==> src/rtl/ggc_pkg.sv <==
// Shared types and constants for the greedy graph colouring block.
package ggc_pkg;

    // Fixed storage and field widths
    localparam int ROW_SLOTS        = 32;
    localparam int IDX_W            = 5;
    localparam int CNT_W            = 6;
    localparam int ROW_W            = 32;
    localparam int DEG_W            = 7;
    localparam int COLOR_W          = 6;
    localparam int IN_TDATA_W       = 40;
    localparam int OUT_TDATA_W      = 24;
    localparam int DEF_MAX_VERTICES = 32;

    localparam logic [CNT_W-1:0]        VCOUNT_RESET = 6'd32;
    localparam logic signed [DEG_W-1:0] DEGREE_DONE  = -7'sd1;

    // Controller states
    typedef enum logic [3:0] {
        ST_IDLE,
        ST_INIT_RD,
        ST_INIT_WR,
        ST_SCAN_START,
        ST_SCAN,
        ST_ROW_RD,
        ST_ROW_WAIT,
        ST_COLOR,
        ST_UPDATE,
        ST_OUT_LOAD,
        ST_OUT_WAIT
    } t_state;

    // Commands from controller to datapath
    typedef struct packed {
        logic in_ready;
        logic start;
        logic init_wr;
        logic scan_start;
        logic scan_step;
        logic rd_best;
        logic row_latch;
        logic color_step;
        logic deg_update;
        logic out_load;
        logic out_next;
    } t_cmd;

    // Status from datapath to controller
    typedef struct packed {
        logic in_accept;
        logic in_last;
        logic init_last;
        logic scan_done;
        logic color_found;
        logic last_round;
        logic out_taken;
        logic out_last;
    } t_status;

endpackage

==> src/rtl/ggc_ctrl.sv <==
// Controller state machine for the greedy graph colouring block.
module ggc_ctrl (
    input  logic            i_clk,
    input  logic            i_rst_n,
    input  ggc_pkg::t_status i_status,
    output ggc_pkg::t_cmd    o_cmd
);
    import ggc_pkg::*;

    t_state r_state;
    t_state n_state;

    // State register
    always_ff @(posedge i_clk) begin
        if (!i_rst_n) begin
            r_state <= ST_IDLE;
        end else begin
            r_state <= n_state;
        end
    end

    // Next state
    always_comb begin
        n_state = r_state;
        unique case (r_state)
            ST_IDLE: begin
                if (i_status.in_accept && i_status.in_last) n_state = ST_INIT_RD;
            end
            ST_INIT_RD:    n_state = ST_INIT_WR;
            ST_INIT_WR: begin
                n_state = i_status.init_last ? ST_SCAN_START : ST_INIT_RD;
            end
            ST_SCAN_START: n_state = ST_SCAN;
            ST_SCAN: begin
                if (i_status.scan_done) n_state = ST_ROW_RD;
            end
            ST_ROW_RD:     n_state = ST_ROW_WAIT;
            ST_ROW_WAIT:   n_state = ST_COLOR;
            ST_COLOR: begin
                if (i_status.color_found) n_state = ST_UPDATE;
            end
            ST_UPDATE: begin
                n_state = i_status.last_round ? ST_OUT_LOAD : ST_SCAN_START;
            end
            ST_OUT_LOAD:   n_state = ST_OUT_WAIT;
            ST_OUT_WAIT: begin
                if (i_status.out_taken) begin
                    n_state = i_status.out_last ? ST_IDLE : ST_OUT_LOAD;
                end
            end
            default:       n_state = ST_IDLE;
        endcase
    end

    // Command outputs
    always_comb begin
        o_cmd = '0;
        unique case (r_state)
            ST_IDLE: begin
                o_cmd.in_ready = 1'b1;
                o_cmd.start    = i_status.in_accept && i_status.in_last;
            end
            ST_INIT_RD:    ;
            ST_INIT_WR:    o_cmd.init_wr    = 1'b1;
            ST_SCAN_START: o_cmd.scan_start = 1'b1;
            ST_SCAN:       o_cmd.scan_step  = !i_status.scan_done;
            ST_ROW_RD:     o_cmd.rd_best    = 1'b1;
            ST_ROW_WAIT:   o_cmd.row_latch  = 1'b1;
            ST_COLOR:      o_cmd.color_step = 1'b1;
            ST_UPDATE:     o_cmd.deg_update = 1'b1;
            ST_OUT_LOAD:   o_cmd.out_load   = 1'b1;
            ST_OUT_WAIT: begin
                o_cmd.out_next = i_status.out_taken && !i_status.out_last;
            end
            default:       ;
        endcase
    end

endmodule

==> config.mk <==
export PLATFORM = sky130hd
export DESIGN_NAME = ggc_ctrl
export DESIGN_NICKNAME = d
export VERILOG_FILES = /design/src/rtl/ggc_pkg.sv /design/src/rtl/ggc_ctrl.sv
export SDC_FILE = /design/constraint.sdc
export NUM_CORES = 1
export LEC_CHECK = 0
export BUFFER_PORTS_ARGS = -buffer_cell sky130_fd_sc_hd__buf_2
export CAP_MARGIN = 20
export CORE_AREA = 4 4 41 43
export DETAILED_ROUTE_END_ITERATION = 10
export DIE_AREA = 0 0 45 47
export GPL_TIMING_DRIVEN = 0
export RECOVER_POWER = 25
export SYNTH_ARGS = -nofsm -noshare
export SYNTH_HDL_FRONTEND = slang
export SYNTH_SLANG_ARGS = --single-unit
==> constraint.sdc <==
create_clock -name i_clk -period 3.5 [get_ports i_clk]
set_clock_uncertainty 0.05 [all_clocks]
set_input_delay 0.7 -clock i_clk [delete_from_list [all_inputs] [get_ports i_clk]]
set_output_delay 0.7 -clock i_clk [all_outputs]
set_load 0.1 [all_outputs]
==> results of run 1 <==
==> stage by stage <==
step	util [%]	std cells
after floorplan	-	53
after global placement	43.4	88
after detailed placement	43.4	88
after CTS	45.1	91
after global routing	44.2	91
final	44.2	91
==> worst min-delay path, cell delays in order (launching register included) <==
cell and delay (ps):
dfxtp_1 320, buf_6 130, o41ai_2 70
==> logic make-up after synthesis <==
group | after synthesis
simple gates | 29
compound gates | 10
buf+inv | 8
flops | 4
mux | 2
==> synth_stat cells (all sizes together), types with 2 or more instances <==
cell type | n | share of area [%]
nor3 | 8 | 11
nor2b | 2 | 2.8
a21oi | 2 | 2.3
nor2 | 5 | 4.3
inv | 4 | 3.4
buf | 4 | 10
nand2 | 4 | 3.4
nand2b | 6 | 9.1
dfxtp | 4 | 18
==> per-layer routing <==
metal	track usage [%]	wire length, um	share of wire, %
met5	0	0	0
met4	3.51	0	0
met3	3.83	68	6.4
met2	18.4	492	47
met1	13.9	494	47
==> placed cells by master, fill, tap and decap left out, drive strengths merged <==
cell type,n
mux2i,1
o21ai,1
a2111oi,1
inv,4
a21oi,2
o211ai,1
o21a,1
nand3,1
nor2b,2
a22oi,1
or2b,1
nor3,8
o32ai,1
o22ai,1
nand2b,6
nand2,4
and3,1
o41ai,1
nor2,5
mux2,1
nor4,1
clkbuf,4
buf,23
dfxtp,4
==> power groups by stage <==
stage	clock, mW	sequential, mW	combinational [mW]
6_report	0.0552	0.0510	0.106
5_1_grt	0.0621	0.0510	0.113
4_1_cts	0.0583	0.0512	0.109
3_5_place_dp	0	0.0519	0.108
3_3_place_gp	0	0.0518	0.109
2_1_floorplan	0	0.0516	0.0911
==> final timing paths <==
kind	from	to	slack [ps]	cells after the start
max	r_state[1]	o_cmd[3]	830	4
min	r_state[0]	r_state[0]	520	2
max reg2reg	r_state[1]	r_state[0]	1890	5
min reg2reg	r_state[0]	r_state[0]	520	2
==> cell type report <==
| cell class | instances | area share [%] |
|---|---|---|
| multi-input combinational | 41 | 52.4 |
| timing repair buffer | 20 | 17.4 |
| sequential | 4 | 13.9 |
| buffer | 4 | 6.52 |
| clock buffer | 3 | 3.91 |
| tap | 15 | 3.26 |
| inverter | 4 | 2.61 |
==> impl_metrics.ini, run 1 <==
[status]
status = finished, final reports clean

[worst_setup_path]
cp.buffers_inverters = 2
worst_path_largest_cell_delay_ps = 480
cp_top_family = buffers and inverters
worstSetupEndpointType = output port
worst-setup-path-type = reg2out
critPathSlowestCell = buf_2
critPathRequiredTime_ps = 2750
cp_data_arrival_time_ps = 1920
cp_max_fo = 10
cp-start-kind = register
crit_chain = clkbuf_1 > nand2_1 > nor2_1 > buf_2

[floorplan]
die_width_um = 45
ioPinCount = 21
die-area_um2 = 2120
fp-row-count = 13
initial_core_util_pct = 33.8
die_y_um = 47
core_area_um2 = 1300

[sta]
layout_setup_ws_ps = 834
finalSetupTns_ps = 0
relSlewSlack_pct = 66.4
max_freq_ghz = 0.375
period_share_pct = 76.2
fin_hold_ws_ps = 523
worstMarginPinSlew_ps = 504
rsz0062_at_grt = false
setup_viol = 0
maxSlewViolCount = 0
hold_viol = 0
finalWorstPathRequiredPeriod_ps = 2670

[cells_and_area]
seq_area_um2 = 80.1
stdcell_area_um2 = 576
fillers = 135
largest_reg_flops = 4
multi_input_area_um2 = 302
top_regs = r_state: 4 flops
top_register = r_state
drive_above_1_share_pct = 47.4
area_delta_synth_final_pct = 30.7
fin_nets = 88
diodes = 0

[logic_synthesis]
synthMuxAreaShare_pct = 4.83
netlist_area_um2 = 440
ys.flop_type = dfxtp_1
synth_compound_area_share_pct = 22.4
syn_inst = 53
ys_seq_area_share_pct = 18.2
ys_ff_latch = 4
syn-num-nets = 63
synthAdderAreaFrac_pct = 0
avgSynthCellArea_um2 = 8.31
yosys.cell_types.count = 25
synth_top_family_by_area = simple AND/OR/NAND/NOR gates
async_flop_share_pct = 0
ys_warn_count = 0
synthSimpleGateAreaFrac_pct = 40.9
synthXorXnorAreaFrac_pct = 0
synth_edf_count = 0

[clocking]
postCtsSetupBuffers = 0
cts.path.max_buffers = 2
postCtsResizedCells = 0
clkSlewWorstSetupHoldPaths_ps = 40
cts_max_level = 1
cts_tree = yes
numCtsBuffers = 3
clock-root-buffer = clkbuf_4
clock_latency_ps = 230
cts_sinks = 4
hold_buffers = 0

[power]
seq_power_share_pct = 24.1
power_mw = 0.212
powerDensity_nw_per_um2 = 368
p_sw_mw = 0.0925
internal_power_mw = 0.119
power_frac_clock_pct = 26.1
peakVddDrop_uv = 152
combPwrFrac_pct = 49.9
cellLeakagePower_nw = 0.279
p_sw_share_pct = 43.7

[drt]
num_vias = 434
final_antenna_net_count = 0
route.detailed.drc = 0
wl_per_cell_um = 11.6
drt_iter0_markers = 5
vias_per_cell = 4.77
first_pass_iters = 2
drt-total-wl_um = 1060

[global_route]
grtUsageTotal_pct = 11.2
antenna_found_initial = 0
grt-ovfl-total = 0
grt_pass1_vias = 413
grt_max_degree = 11
grt_pass1_wl_um = 1730

[placement]
globalplace.congestion = 0.797
place_ws_ps = 1130
placed_area_um2 = 564
dpl.hpwl_um = 880
io_buffers = 20

[worst_hold_path]
hold_class = reg2reg

[job]
maxCapViolations = 0
(Power assumes the default switching activity.)
==> run 2, diff against run 1 <==
==> constraint.sdc (replaced) <==
create_clock -name i_clk -period 2.4 [get_ports i_clk]
set_clock_uncertainty 0.05 [all_clocks]
set_input_delay 0.48 -clock i_clk [delete_from_list [all_inputs] [get_ports i_clk]]
set_output_delay 0.48 -clock i_clk [all_outputs]
set_load 0.1 [all_outputs]
==> impl_metrics.ini, run 2 (synthesis gave the netlist of run 1 again) <==
[cells_and_area]
largest_reg_flops = 4
stdcell_area_um2 = 607
final_common_cell = buf_2
stdcell_count = 91
layout_common_cells = 20 x buf_2, 6 x nand2b_1, 6 x nor3_2
fillers = 153
top_regs = r_state: 4 flops
area_delta_synth_final_pct = 37.8
drive_above_1_share_pct = 57.9
fin_nets = 88
top_register = r_state
diodes = 0

[clocking]
postCtsSetupBuffers = 0
clkSlewWorstSetupHoldPaths_ps = 40
cts_sinks = 4
cts_max_level = 1
cts_tree = yes
hold_buffers = 0
clock_latency_ps = 230
cts.path.max_buffers = 2
clock-root-buffer = clkbuf_4
postCtsResizedCells = 0
numCtsBuffers = 3

[worst_setup_path]
worst-setup-path-type = reg2out
worstSetupEndpointType = output port
cp_data_arrival_time_ps = 1600
cp_max_fo = 10
worst-r2r-setup-slack_ps = 970
cp-start-kind = register
worst_path_largest_cell_delay_ps = 410
crit_chain = buf_6 > nor4_4 > and3_4 > buf_2
critPathSlowestCell = buf_2
critPathRequiredTime_ps = 1870

[placement]
dp_cells = 88
place_ws_ps = 480
placed_area_um2 = 594
io_buffers = 20
globalplace.congestion = 0.769
dpl.hpwl_um = 887

[floorplan]
initial_core_util_pct = 33.8
fp-row-count = 13
core_area_um2 = 1300
die-area_um2 = 2120
die_width_um = 45
die_y_um = 47
ioPinCount = 21

[drt]
vias_per_cell = 4.96
num_vias = 451
final_antenna_net_count = 0
drt_iter0_markers = 4
drt-total-wl_um = 1070
wl_per_cell_um = 11.7
route.detailed.drc = 0
first_pass_iters = 3

[power]
peakVddDrop_uv = 247
cellLeakagePower_nw = 0.291
powerDensity_nw_per_um2 = 517

[sta]
period_share_pct = 88.8
max_freq_ghz = 0.469
hold_viol = 0
relSlewSlack_pct = 67.6
finalSetupTns_ps = 0
finalWorstPathRequiredPeriod_ps = 2130
rsz0062_at_grt = false
setup_viol = 0
fin_hold_ws_ps = 452
worstMarginPinSlew_ps = 489
layout_setup_ws_ps = 268
maxSlewViolCount = 0

[worst_hold_path]
hold_class = in2reg

[global_route]
grt-ovfl-total = 0
grtUsageTotal_pct = 11.1
antenna_found_initial = 0
grt_pass1_vias = 418
grt_pass1_wl_um = 1750
grt_max_degree = 11

[job]
maxCapViolations = 0

[status]
status = finished, final reports clean
-- run 2: cell count changes in the layout (fill, tap and decap cells not counted), sizes merged --
cell and change:
buf +1, clkbuf -1
-- run 2: layer usage --
metal  routed length (um)  up-vias  track usage [%]  part of all wire, %
li1                     -      236                -                    -
met3                   61        0             3.45                  5.7
met2                  491       11             17.8                   46
met4                    0        0             3.51                    0
met5                    0        -                0                    0
met1                  512      204             14.3                   48
-- run 2: worst paths after layout --
kind	from	endpoint	depth (start not counted)
max reg2reg	r_state[2]	r_state[1]	4
min reg2reg	r_state[0]	r_state[0]	2
max	r_state[3]	o_cmd[9]	4
min	i_rst_n	r_state[1]	2
-- run 2: where the power goes --
part / internal, mW / switching, mW / leakage (nW)
clock network: 0.0557 / 0.0243 / 0.0138
logic: 0.0480 / 0.111 / 0.245
registers: 0.0719 / 0.00292 / 0.0326
total: 0.176 / 0.138 / 0.291
-- run 2: final cells by class --
| cell class | instances | area (um^2) | share of cell area, % |
|---|---|---|---|
| Multi-Input combinational cell | 41 | 325 | 53.6 |
| Clock buffer | 3 | 22.5 | 3.71 |
| Inverter | 4 | 15.0 | 2.47 |
| Buffer | 4 | 45.0 | 7.42 |
| Tap cell | 15 | 18.8 | 3.09 |
| Sequential cell | 4 | 80.1 | 13.2 |
| Timing Repair Buffer | 20 | 100 | 16.5 |
-- run 2: critical path: cells and delay by family (launching register included) --
kind | cells | cell delay, ps
buffers and inverters | 2 | 550
flip-flops | 1 | 300
AND/OR/NAND/NOR | 2 | 520
-- run 2: per-stage QoR --
step           power [mW]  util [%]
6_report            0.314      46.6
3_5_place_dp        0.238      45.7
2_1_floorplan       0.211         -
3_3_place_gp        0.237      45.7
4_1_cts             0.323      47.4
5_1_grt             0.335      46.6
