`config.mk`:
```
export PLATFORM = sky130hd
export DESIGN_NAME = ggc_datapath
export DESIGN_NICKNAME = d
export VERILOG_FILES = /design/src/rtl/ggc_pkg.sv /design/src/rtl/ggc_datapath.sv
export SDC_FILE = /design/constraint.sdc
export NUM_CORES = 2
export LEC_CHECK = 0
export ABC_AREA = 1
export BUFFER_PORTS_ARGS = -buffer_cell sky130_fd_sc_hd__buf_2
export CAP_MARGIN = 10
export CORE_ASPECT_RATIO = 1.4
export CORE_MARGIN = 2
export CORE_UTILIZATION = 63
export CTS_CLUSTER_DIAMETER = 30
export DETAILED_ROUTE_END_ITERATION = 8
export PLACE_DENSITY = 0.8
export SETUP_SLACK_MARGIN = 0.15
export SLEW_MARGIN = 20
export SYNTH_ARGS = -nofsm -noshare
export SYNTH_HDL_FRONTEND = slang
export SYNTH_SLANG_ARGS = --single-unit
```
`constraint.sdc`:
```
create_clock -name i_clk -period 8.7 [get_ports i_clk]
set_input_delay 0.435 -clock i_clk [delete_from_list [all_inputs] [get_ports i_clk]]
set_output_delay 0.435 -clock i_clk [all_outputs]
set_load 0.05 [all_outputs]
```
`src/rtl/ggc_pkg.sv`:
```
// Shared types and constants for the greedy graph colouring block.
package ggc_pkg;

    // Fixed storage and field widths
    localparam int ROW_SLOTS        = 32;
    localparam int IDX_W            = 5;
    localparam int CNT_W            = 6;
    localparam int ROW_W            = 32;
    localparam int DEG_W            = 7;
    localparam int COLOR_W          = 6;
    localparam int IN_TDATA_W       = 40;
    localparam int OUT_TDATA_W      = 24;
    localparam int DEF_MAX_VERTICES = 32;

    localparam logic [CNT_W-1:0]        VCOUNT_RESET = 6'd32;
    localparam logic signed [DEG_W-1:0] DEGREE_DONE  = -7'sd1;

    // Controller states
    typedef enum logic [3:0] {
        ST_IDLE,
        ST_INIT_RD,
        ST_INIT_WR,
        ST_SCAN_START,
        ST_SCAN,
        ST_ROW_RD,
        ST_ROW_WAIT,
        ST_COLOR,
        ST_UPDATE,
        ST_OUT_LOAD,
        ST_OUT_WAIT
    } t_state;

    // Commands from controller to datapath
    typedef struct packed {
        logic in_ready;
        logic start;
        logic init_wr;
        logic scan_start;
        logic scan_step;
        logic rd_best;
        logic row_latch;
        logic color_step;
        logic deg_update;
        logic out_load;
        logic out_next;
    } t_cmd;

    // Status from datapath to controller
    typedef struct packed {
        logic in_accept;
        logic in_last;
        logic init_last;
        logic scan_done;
        logic color_found;
        logic last_round;
        logic out_taken;
        logic out_last;
    } t_status;

endpackage

```
`src/rtl/ggc_datapath.sv`:
```
// Datapath: adjacency memory, degree and colour registers, output register.
module ggc_datapath #(
    parameter int MAX_VERTICES = ggc_pkg::DEF_MAX_VERTICES
) (
    input  logic                        i_clk,
    input  logic                        i_rst_n,
    input  logic                        i_cfg_valid,
    input  logic [ggc_pkg::CNT_W-1:0]   i_cfg_data,
    input  logic                        i_in_accept,
    input  logic [ggc_pkg::IDX_W-1:0]   i_row_index,
    input  logic [ggc_pkg::ROW_W-1:0]   i_row_bits,
    input  logic                        i_row_last,
    input  logic                        i_out_ready,
    input  ggc_pkg::t_cmd               i_cmd,
    output ggc_pkg::t_status            o_status,
    output logic                        o_out_valid,
    output logic [ggc_pkg::IDX_W-1:0]   o_out_vertex,
    output logic [ggc_pkg::COLOR_W-1:0] o_out_color,
    output logic [ggc_pkg::CNT_W-1:0]   o_out_used,
    output logic                        o_out_last
);
    import ggc_pkg::*;

    localparam int CAP = (MAX_VERTICES < ROW_SLOTS) ? MAX_VERTICES : ROW_SLOTS;

    // Balanced popcount of one 32-bit row
    function automatic logic [CNT_W-1:0] f_popcount(input logic [ROW_W-1:0] bits);
        logic [1:0] s1 [16];
        logic [2:0] s2 [8];
        logic [3:0] s3 [4];
        logic [4:0] s4 [2];
        for (int i = 0; i < 16; i++) s1[i] = {1'b0, bits[2*i]} + {1'b0, bits[2*i+1]};
        for (int i = 0; i < 8; i++)  s2[i] = {1'b0, s1[2*i]} + {1'b0, s1[2*i+1]};
        for (int i = 0; i < 4; i++)  s3[i] = {1'b0, s2[2*i]} + {1'b0, s2[2*i+1]};
        for (int i = 0; i < 2; i++)  s4[i] = {1'b0, s3[2*i]} + {1'b0, s3[2*i+1]};
        return {1'b0, s4[0]} + {1'b0, s4[1]};
    endfunction

    logic [ROW_W-1:0]        r_mem [ROW_SLOTS];
    logic [ROW_W-1:0]        r_rd_data;
    logic [CNT_W-1:0]        r_vertex_count;
    logic [CNT_W-1:0]        r_n;
    logic [CNT_W-1:0]        r_idx;
    logic [CNT_W-1:0]        r_round;
    logic [IDX_W-1:0]        r_best;
    logic signed [DEG_W-1:0] r_best_deg;
    logic signed [DEG_W-1:0] r_deg [ROW_SLOTS];
    logic [COLOR_W-1:0]      r_color [ROW_SLOTS];
    logic [COLOR_W-1:0]      r_color_count;
    logic [COLOR_W-1:0]      r_cand;
    logic [ROW_W-1:0]        r_row;
    logic                    r_out_valid;
    logic [IDX_W-1:0]        r_out_vertex;
    logic [COLOR_W-1:0]      r_out_color;
    logic [CNT_W-1:0]        r_out_used;
    logic                    r_out_last;

    logic [CNT_W-1:0]        w_n_clamped;
    logic [ROW_W-1:0]        w_cmask;
    logic [IDX_W-1:0]        w_rd_addr;
    logic signed [DEG_W-1:0] w_scan_deg;
    logic [ROW_W-1:0]        w_match;
    logic                    w_conflict;
    logic                    w_found;
    logic                    w_out_taken;

    // Active vertex count, clamped to 1..CAP
    always_comb begin
        if (r_vertex_count == '0) begin
            w_n_clamped = CNT_W'(1);
        end else if (int'(r_vertex_count) > CAP) begin
            w_n_clamped = CNT_W'(CAP);
        end else begin
            w_n_clamped = r_vertex_count;
        end
    end

    // Columns at or beyond the active count are ignored
    always_comb begin
        for (int j = 0; j < ROW_W; j++) w_cmask[j] = (CNT_W'(j) < r_n);
    end

    // Colour test: does any neighbour hold the candidate colour
    always_comb begin
        for (int j = 0; j < ROW_SLOTS; j++) begin
            w_match[j] = r_row[j] && (r_color[j] == r_cand);
        end
    end
    assign w_conflict  = |w_match;
    assign w_found     = !w_conflict || (r_cand == r_color_count);
    assign w_rd_addr   = i_cmd.rd_best ? r_best : r_idx[IDX_W-1:0];
    assign w_scan_deg  = r_deg[r_idx[IDX_W-1:0]];
    assign w_out_taken = r_out_valid && i_out_ready;

    // Adjacency memory: one write port, one registered read port
    always_ff @(posedge i_clk) begin
        if (i_in_accept && (int'(i_row_index) < MAX_VERTICES)) begin
            r_mem[i_row_index] <= i_row_bits;
        end
        r_rd_data <= r_mem[w_rd_addr];
    end

    // Configuration register
    always_ff @(posedge i_clk) begin
        if (!i_rst_n) begin
            r_vertex_count <= VCOUNT_RESET;
        end else if (i_cfg_valid) begin
            r_vertex_count <= i_cfg_data;
        end
    end

    // Run control: count, index, round and colour count
    always_ff @(posedge i_clk) begin
        if (!i_rst_n) begin
            r_n           <= CNT_W'(1);
            r_idx         <= '0;
            r_round       <= '0;
            r_color_count <= COLOR_W'(1);
        end else begin
            if (i_cmd.start) begin
                r_n           <= w_n_clamped;
                r_idx         <= '0;
                r_round       <= '0;
                r_color_count <= COLOR_W'(1);
            end
            if (i_cmd.init_wr || i_cmd.scan_step || i_cmd.out_next) begin
                r_idx <= r_idx + CNT_W'(1);
            end
            if (i_cmd.scan_start) begin
                r_idx <= CNT_W'(1);
            end
            if (i_cmd.color_step && w_found && w_conflict) begin
                r_color_count <= r_color_count + COLOR_W'(1);
            end
            if (i_cmd.deg_update) begin
                r_round <= r_round + CNT_W'(1);
                r_idx   <= '0;
            end
        end
    end

    // Highest-degree search, row latch and colour candidate
    always_ff @(posedge i_clk) begin
        if (i_cmd.scan_start) begin
            r_best     <= '0;
            r_best_deg <= r_deg[0];
        end else if (i_cmd.scan_step && (w_scan_deg > r_best_deg)) begin
            r_best     <= r_idx[IDX_W-1:0];
            r_best_deg <= w_scan_deg;
        end
        if (i_cmd.row_latch) begin
            r_row  <= r_rd_data & w_cmask;
            r_cand <= COLOR_W'(1);
        end else if (i_cmd.color_step && !w_found) begin
            r_cand <= r_cand + COLOR_W'(1);
        end
    end

    // Degree registers: init from popcount, then done-mark and neighbour decrement
    always_ff @(posedge i_clk) begin
        if (i_cmd.init_wr) begin
            r_deg[r_idx[IDX_W-1:0]] <=
                $signed({1'b0, f_popcount(r_rd_data & w_cmask)});
        end else if (i_cmd.deg_update) begin
            for (int k = 0; k < ROW_SLOTS; k++) begin
                r_deg[k] <= ((IDX_W'(k) == r_best) ? DEGREE_DONE : r_deg[k])
                            - $signed({{(DEG_W-1){1'b0}}, r_row[k]});
            end
        end
    end

    // Colour registers
    always_ff @(posedge i_clk) begin
        if (i_cmd.start) begin
            for (int k = 0; k < ROW_SLOTS; k++) r_color[k] <= '0;
        end else if (i_cmd.color_step && w_found) begin
            r_color[r_best] <= w_conflict ? (r_cand + COLOR_W'(1)) : r_cand;
        end
    end

    // Output register
    always_ff @(posedge i_clk) begin
        if (!i_rst_n) begin
            r_out_valid <= 1'b0;
        end else if (i_cmd.out_load) begin
            r_out_valid <= 1'b1;
        end else if (w_out_taken) begin
            r_out_valid <= 1'b0;
        end
    end

    always_ff @(posedge i_clk) begin
        if (i_cmd.out_load) begin
            r_out_vertex <= r_idx[IDX_W-1:0];
            r_out_color  <= r_color[r_idx[IDX_W-1:0]];
            r_out_used   <= r_color_count;
            r_out_last   <= (r_idx == (r_n - CNT_W'(1)));
        end
    end

    // Status back to the controller
    always_comb begin
        o_status.in_accept   = i_in_accept;
        o_status.in_last     = i_row_last;
        o_status.init_last   = (r_idx == (r_n - CNT_W'(1)));
        o_status.scan_done   = (r_idx >= r_n);
        o_status.color_found = w_found;
        o_status.last_round  = (r_round == (r_n - CNT_W'(1)));
        o_status.out_taken   = w_out_taken;
        o_status.out_last    = r_out_last;
    end

    assign o_out_valid  = r_out_valid;
    assign o_out_vertex = r_out_vertex;
    assign o_out_color  = r_out_color;
    assign o_out_used   = r_out_used;
    assign o_out_last   = r_out_last;

`ifndef NO_ASSERTIONS
    // A presented result always reports an active vertex
    a_out_vertex_active: assert property (@(posedge i_clk) disable iff (!i_rst_n)
        r_out_valid |-> ({1'b0, r_out_vertex} < r_n))
        else $error("result vertex beyond active count");

    // At most one colour is opened per round, so the count never passes n
    a_color_count_bound: assert property (@(posedge i_clk) disable iff (!i_rst_n)
        (r_color_count != '0) && (r_color_count <= r_n))
        else $error("colour count out of range");

    // The picked vertex is marked done after each round
    a_picked_marked_done: assert property (@(posedge i_clk) disable iff (!i_rst_n)
        i_cmd.deg_update |=> (r_deg[$past(r_best)] < 0))
        else $error("picked vertex not marked done");
`endif

endmodule

```
==> impl_summary.md <==
Finish
The share of layout cells above drive strength 1 is 9.11%. After the last flow step, the layout net total stands at 7056. The most common library cell in the layout ignoring fill and taps is sky130_fd_sc_hd__edfxtp_1. The area added between synthesis and finish is 12.8%. In the layout the commonest cells are sky130_fd_sc_hd__edfxtp_1 (1497), sky130_fd_sc_hd__nor2_1 (1170), sky130_fd_sc_hd__o21ai_0 (1067).

The count of cells in the finished layout, fillers not included, comes to 8563.

Synth
The post-synthesis net count is 7064. After synthesis the netlist holds a flip-flop and latch count of 1571. The area share of the largest cell type after synthesis is 62.1%.

Ranked by total cell area, the synthesized netlist is headed by sky130_fd_sc_hd__edfxtp_1 (62%), sky130_fd_sc_hd__o21ai_0 (7.5%), sky130_fd_sc_hd__nor2_1 (6.2%). The biggest area consumer among synthesized cells is sky130_fd_sc_hd__edfxtp_1. The synthesized netlist cell count is 6885. Summing every instance area after synthesis gives 0.0724 mm2. The number of distinct library cell variants in the gate-level netlist after synthesis is 50.

Sequential cells were found to cover 64.1% of the synthesized design area. The average cell area after synthesis is 10.5 um2. The number of warnings reported in the yosys synthesis log is 0.

Clock network
The number of clock buffers added by TritonCTS is 207. Clock latency on the worst-skew pair, taken at its later pin, is 860 ps. The clock root buffer is sky130_fd_sc_hd__clkbuf_16. The clock-pin slew on the worst setup and hold paths is 60 ps. The clock net in this run drives a total of 1571 sinks. The maximum number of buffers from clock root to sink is 3. The TritonCTS clock tree is done. The H-tree was split into 4 levels. The count of instances resized after the clock tree is built is 0.

The number of buffers inserted for hold repair after clock tree synthesis is 21. After clock tree synthesis, the setup repair step added 0 buffers.

Die
The initial core utilization is 63.3%. The core area is 0.114 mm2. The die outline area is 0.118 mm2.

The count of pins on the block boundary is 87. Measured along the y axis, the die boundary spans 405 um. The die outline width is 291 um.

The site row count is 147.

Worst setup path
The nature of the critical path startpoint is a flop. The critical path is of the flop to flop type. The worst-case reg-to-reg path depth is 22. The reg-to-reg critical path startpoint is r_n[5]. The maximum fanout along the worst path is 23. STA puts the critical path data arrival time at 7720 ps. The worst register-to-register path ends at r_deg[7][2]. STA puts the critical path data required time at 9280 ps.

The critical path capture point type is a flop. The setup check on the worst reg-to-reg path leaves a slack of 1550 ps.

Drt
The detailed-route wire length per cell is 25.8 um. The final route contains 56031 vias. The detailed-route wire length is 221 mm. The DRC marker count from the first detailed-route iteration is 7909.

After detailed routing, the number of vias per cell comes to 6.54. For this run, the detailed router's first-pass iteration total came to 9. In the routed design, unresolved DRC markers number 0. The count of nets left with antenna violations once routing finished came out at 0.

Global route
The first global-routing pass estimated 325 mm of wire. Global routing used 37.1% of the available tracks. The via count of the first global-routing pass is 54363. The number of antenna violations at the first check in global routing is 19. Entering global routing, the biggest net connects 218 pins.

After global routing the overflow that remains totals 0.

Timing
For this run, the top clock speed supported by timing is 140 MHz. The remaining max-slew budget at the tightest pin is 15.8%. For the pin with the worst max-slew slack, the measured transition is 1260 ps. The total setup violations reported at the end of the flow is 0. The final-report hold violation count is 0. The worst setup margin is 1550 ps. The max-slew violation total from the final report is 0.

The time the final worst path needs with I/O delays and setup is 7150 ps. The share of the clock period used by the worst path after layout is 82.2%. The final clock skew is 53.1 ps.

The sum of negative setup slack is 0 ps. Setup repair after global routing left no endpoint under its margin.

Flow run
The number of maximum-capacitance violations is 0.

Power and ir drop
Dividing total power by cell area gives a power density of 323 mW/mm2. VDD sags by at most 689 uV. The analysis attributes to cell leakage a power of 29.6 nW.

Place
The final RePlAce weighted congestion is 1.01. The half-perimeter wire length after detailed placement is 129 mm. Input and output buffers added on the ports amount to 83. Prior to clock tree synthesis, the placed netlist has a worst setup slack of 1700 ps. The cell count after placement is 8137.

Run status
The flow ran to the end, and the final reports show no timing, DRC or antenna violations.

Worst hold path
For hold timing, the worst endpoint is r_mem[18][26]. The beginning of the worst hold path is i_row_bits[26]. Counting instances, the worst hold path has a depth of 1.

The path type of the worst min-delay path is input pin to flop.
## through the flow
step,area (um2),total power (W),hold WS (ps),utilization [%]
floorplan,72400,0.0148,429,-
global placement,74200,0.0170,463,64.8
detailed placement,74200,0.0174,472,64.8
CTS,81700,0.0261,24.9,71.4
global route,81700,0.0273,58.3,71.4
finish,81700,0.0264,72.9,71.4
## per-layer routing
metal / GRT usage, % / share of wire, % / up-vias
met1: 42.5 / 32 / 26556
met2: 60.4 / 47 / 3992
met5: 0 / 0.046 / -
met3: 7.63 / 11 / 1010
li1: - / - / 24457
met4: 30.8 / 9.1 / 16
## worst max-delay path, cell delays in order (launching register included)
cell and delay (ps):
sky130_fd_sc_hd__dfxtp_1 380, sky130_fd_sc_hd__nor2_1 130, sky130_fd_sc_hd__buf_4 200, sky130_fd_sc_hd__inv_1 90
sky130_fd_sc_hd__nor2_1 160, sky130_fd_sc_hd__inv_1 190, sky130_fd_sc_hd__nor2_1 230, sky130_fd_sc_hd__inv_1 80
sky130_fd_sc_hd__o21ai_0 170, sky130_fd_sc_hd__inv_1 100, sky130_fd_sc_hd__fa_1 480, sky130_fd_sc_hd__inv_1 60
sky130_fd_sc_hd__fa_1 500, sky130_fd_sc_hd__fa_1 520, sky130_fd_sc_hd__fa_1 520, sky130_fd_sc_hd__fa_1 520
sky130_fd_sc_hd__fa_1 540, sky130_fd_sc_hd__inv_1 40, sky130_fd_sc_hd__ha_1 220, sky130_fd_sc_hd__fa_1 450
sky130_fd_sc_hd__o21ai_4 860, sky130_fd_sc_hd__buf_4 350, sky130_fd_sc_hd__nand2_1 80
## cell families (layout without fill, tap and decap cells)
| kind of cell | count (synthesis) | after routing | synth area share (%) |
|---|---|---|---|
| and+or+nand+nor | 2421 | 2421 | 13.5 |
| AOI/OAI and AO/OA | 1765 | 1765 | 13.7 |
| DFF | 1571 | 1571 | 64.1 |
| buffers and inverters | 872 | 1048 | 4.75 |
| xor gates and xnor gates | 137 | 137 | 1.66 |
| adders and majority gates | 119 | 119 | 2.30 |
| other | 0 | 12 | 0 |
## where the power goes
part / leakage [nW] / internal, W / total [W] / switching [W]
registers: 14.6 / 0.00989 / 0.0103 / 0.000396
logic: 11.6 / 0.00202 / 0.00729 / 0.00527
clock network: 3.49 / 0.00533 / 0.00879 / 0.00345
total: 29.6 / 0.0172 / 0.0264 / 0.00912
## state kept, by name (all words and copies together) (netlist names), 7 cells and up
register,count
r_rd_data,32
r_row,32
r_deg,224
r_mem,1024
r_best_deg,7
r_color,192
## cell type report
class                   instances  area, um2
flip-flops and latches       1571      46400
fillers                      7626      32700
multi-input cells            4442      22900
clock buffers                 230       5330
clock inverters               163       1960
well taps                    1490       1860
inverters                     454       1730
repair buffers                201       1440
diodes                         12       30.0
## Yosys cell counts, drive strengths merged
cell type,count
o221ai,172
a22o,6
a21o,1
o22ai,121
nand3b,1
nor4,28
nand3,186
buf,91
xnor2,72
o21a,4
or2,11
o31ai,2
nand4,63
edfxtp,1497
or3,1
a221oi,5
o21bai,1
clkbuf,327
o211ai,41
a2111oi,4
a31o,1
o311a,1
ha,95
o21ai,1098
nor3,38
a31oi,24
and2,1
a21boi,19
a21oi,251
dfxtp,74
and3,1
inv,449
nor3b,3
fa,24
xor2,65
clkinv,5
nor2,1207
nand2,881
a211oi,14
## worst max path at each step
stage	slack, ps	depth (start not counted)	end	start
2_1_floorplan	2580	23	r_deg[27][4]	r_n[5]
3_3_place_gp	1750	22	r_deg[5][2]	r_n[5]
3_5_place_dp	1700	22	r_deg[7][2]	r_n[5]
4_1_cts	1680	22	r_deg[5][2]	r_n[5]
5_1_grt	1190	22	r_deg[7][2]	r_n[5]
6_report	1550	22	r_deg[7][2]	r_n[5]
No activity file was read; power rests on OpenSTA's default activity.
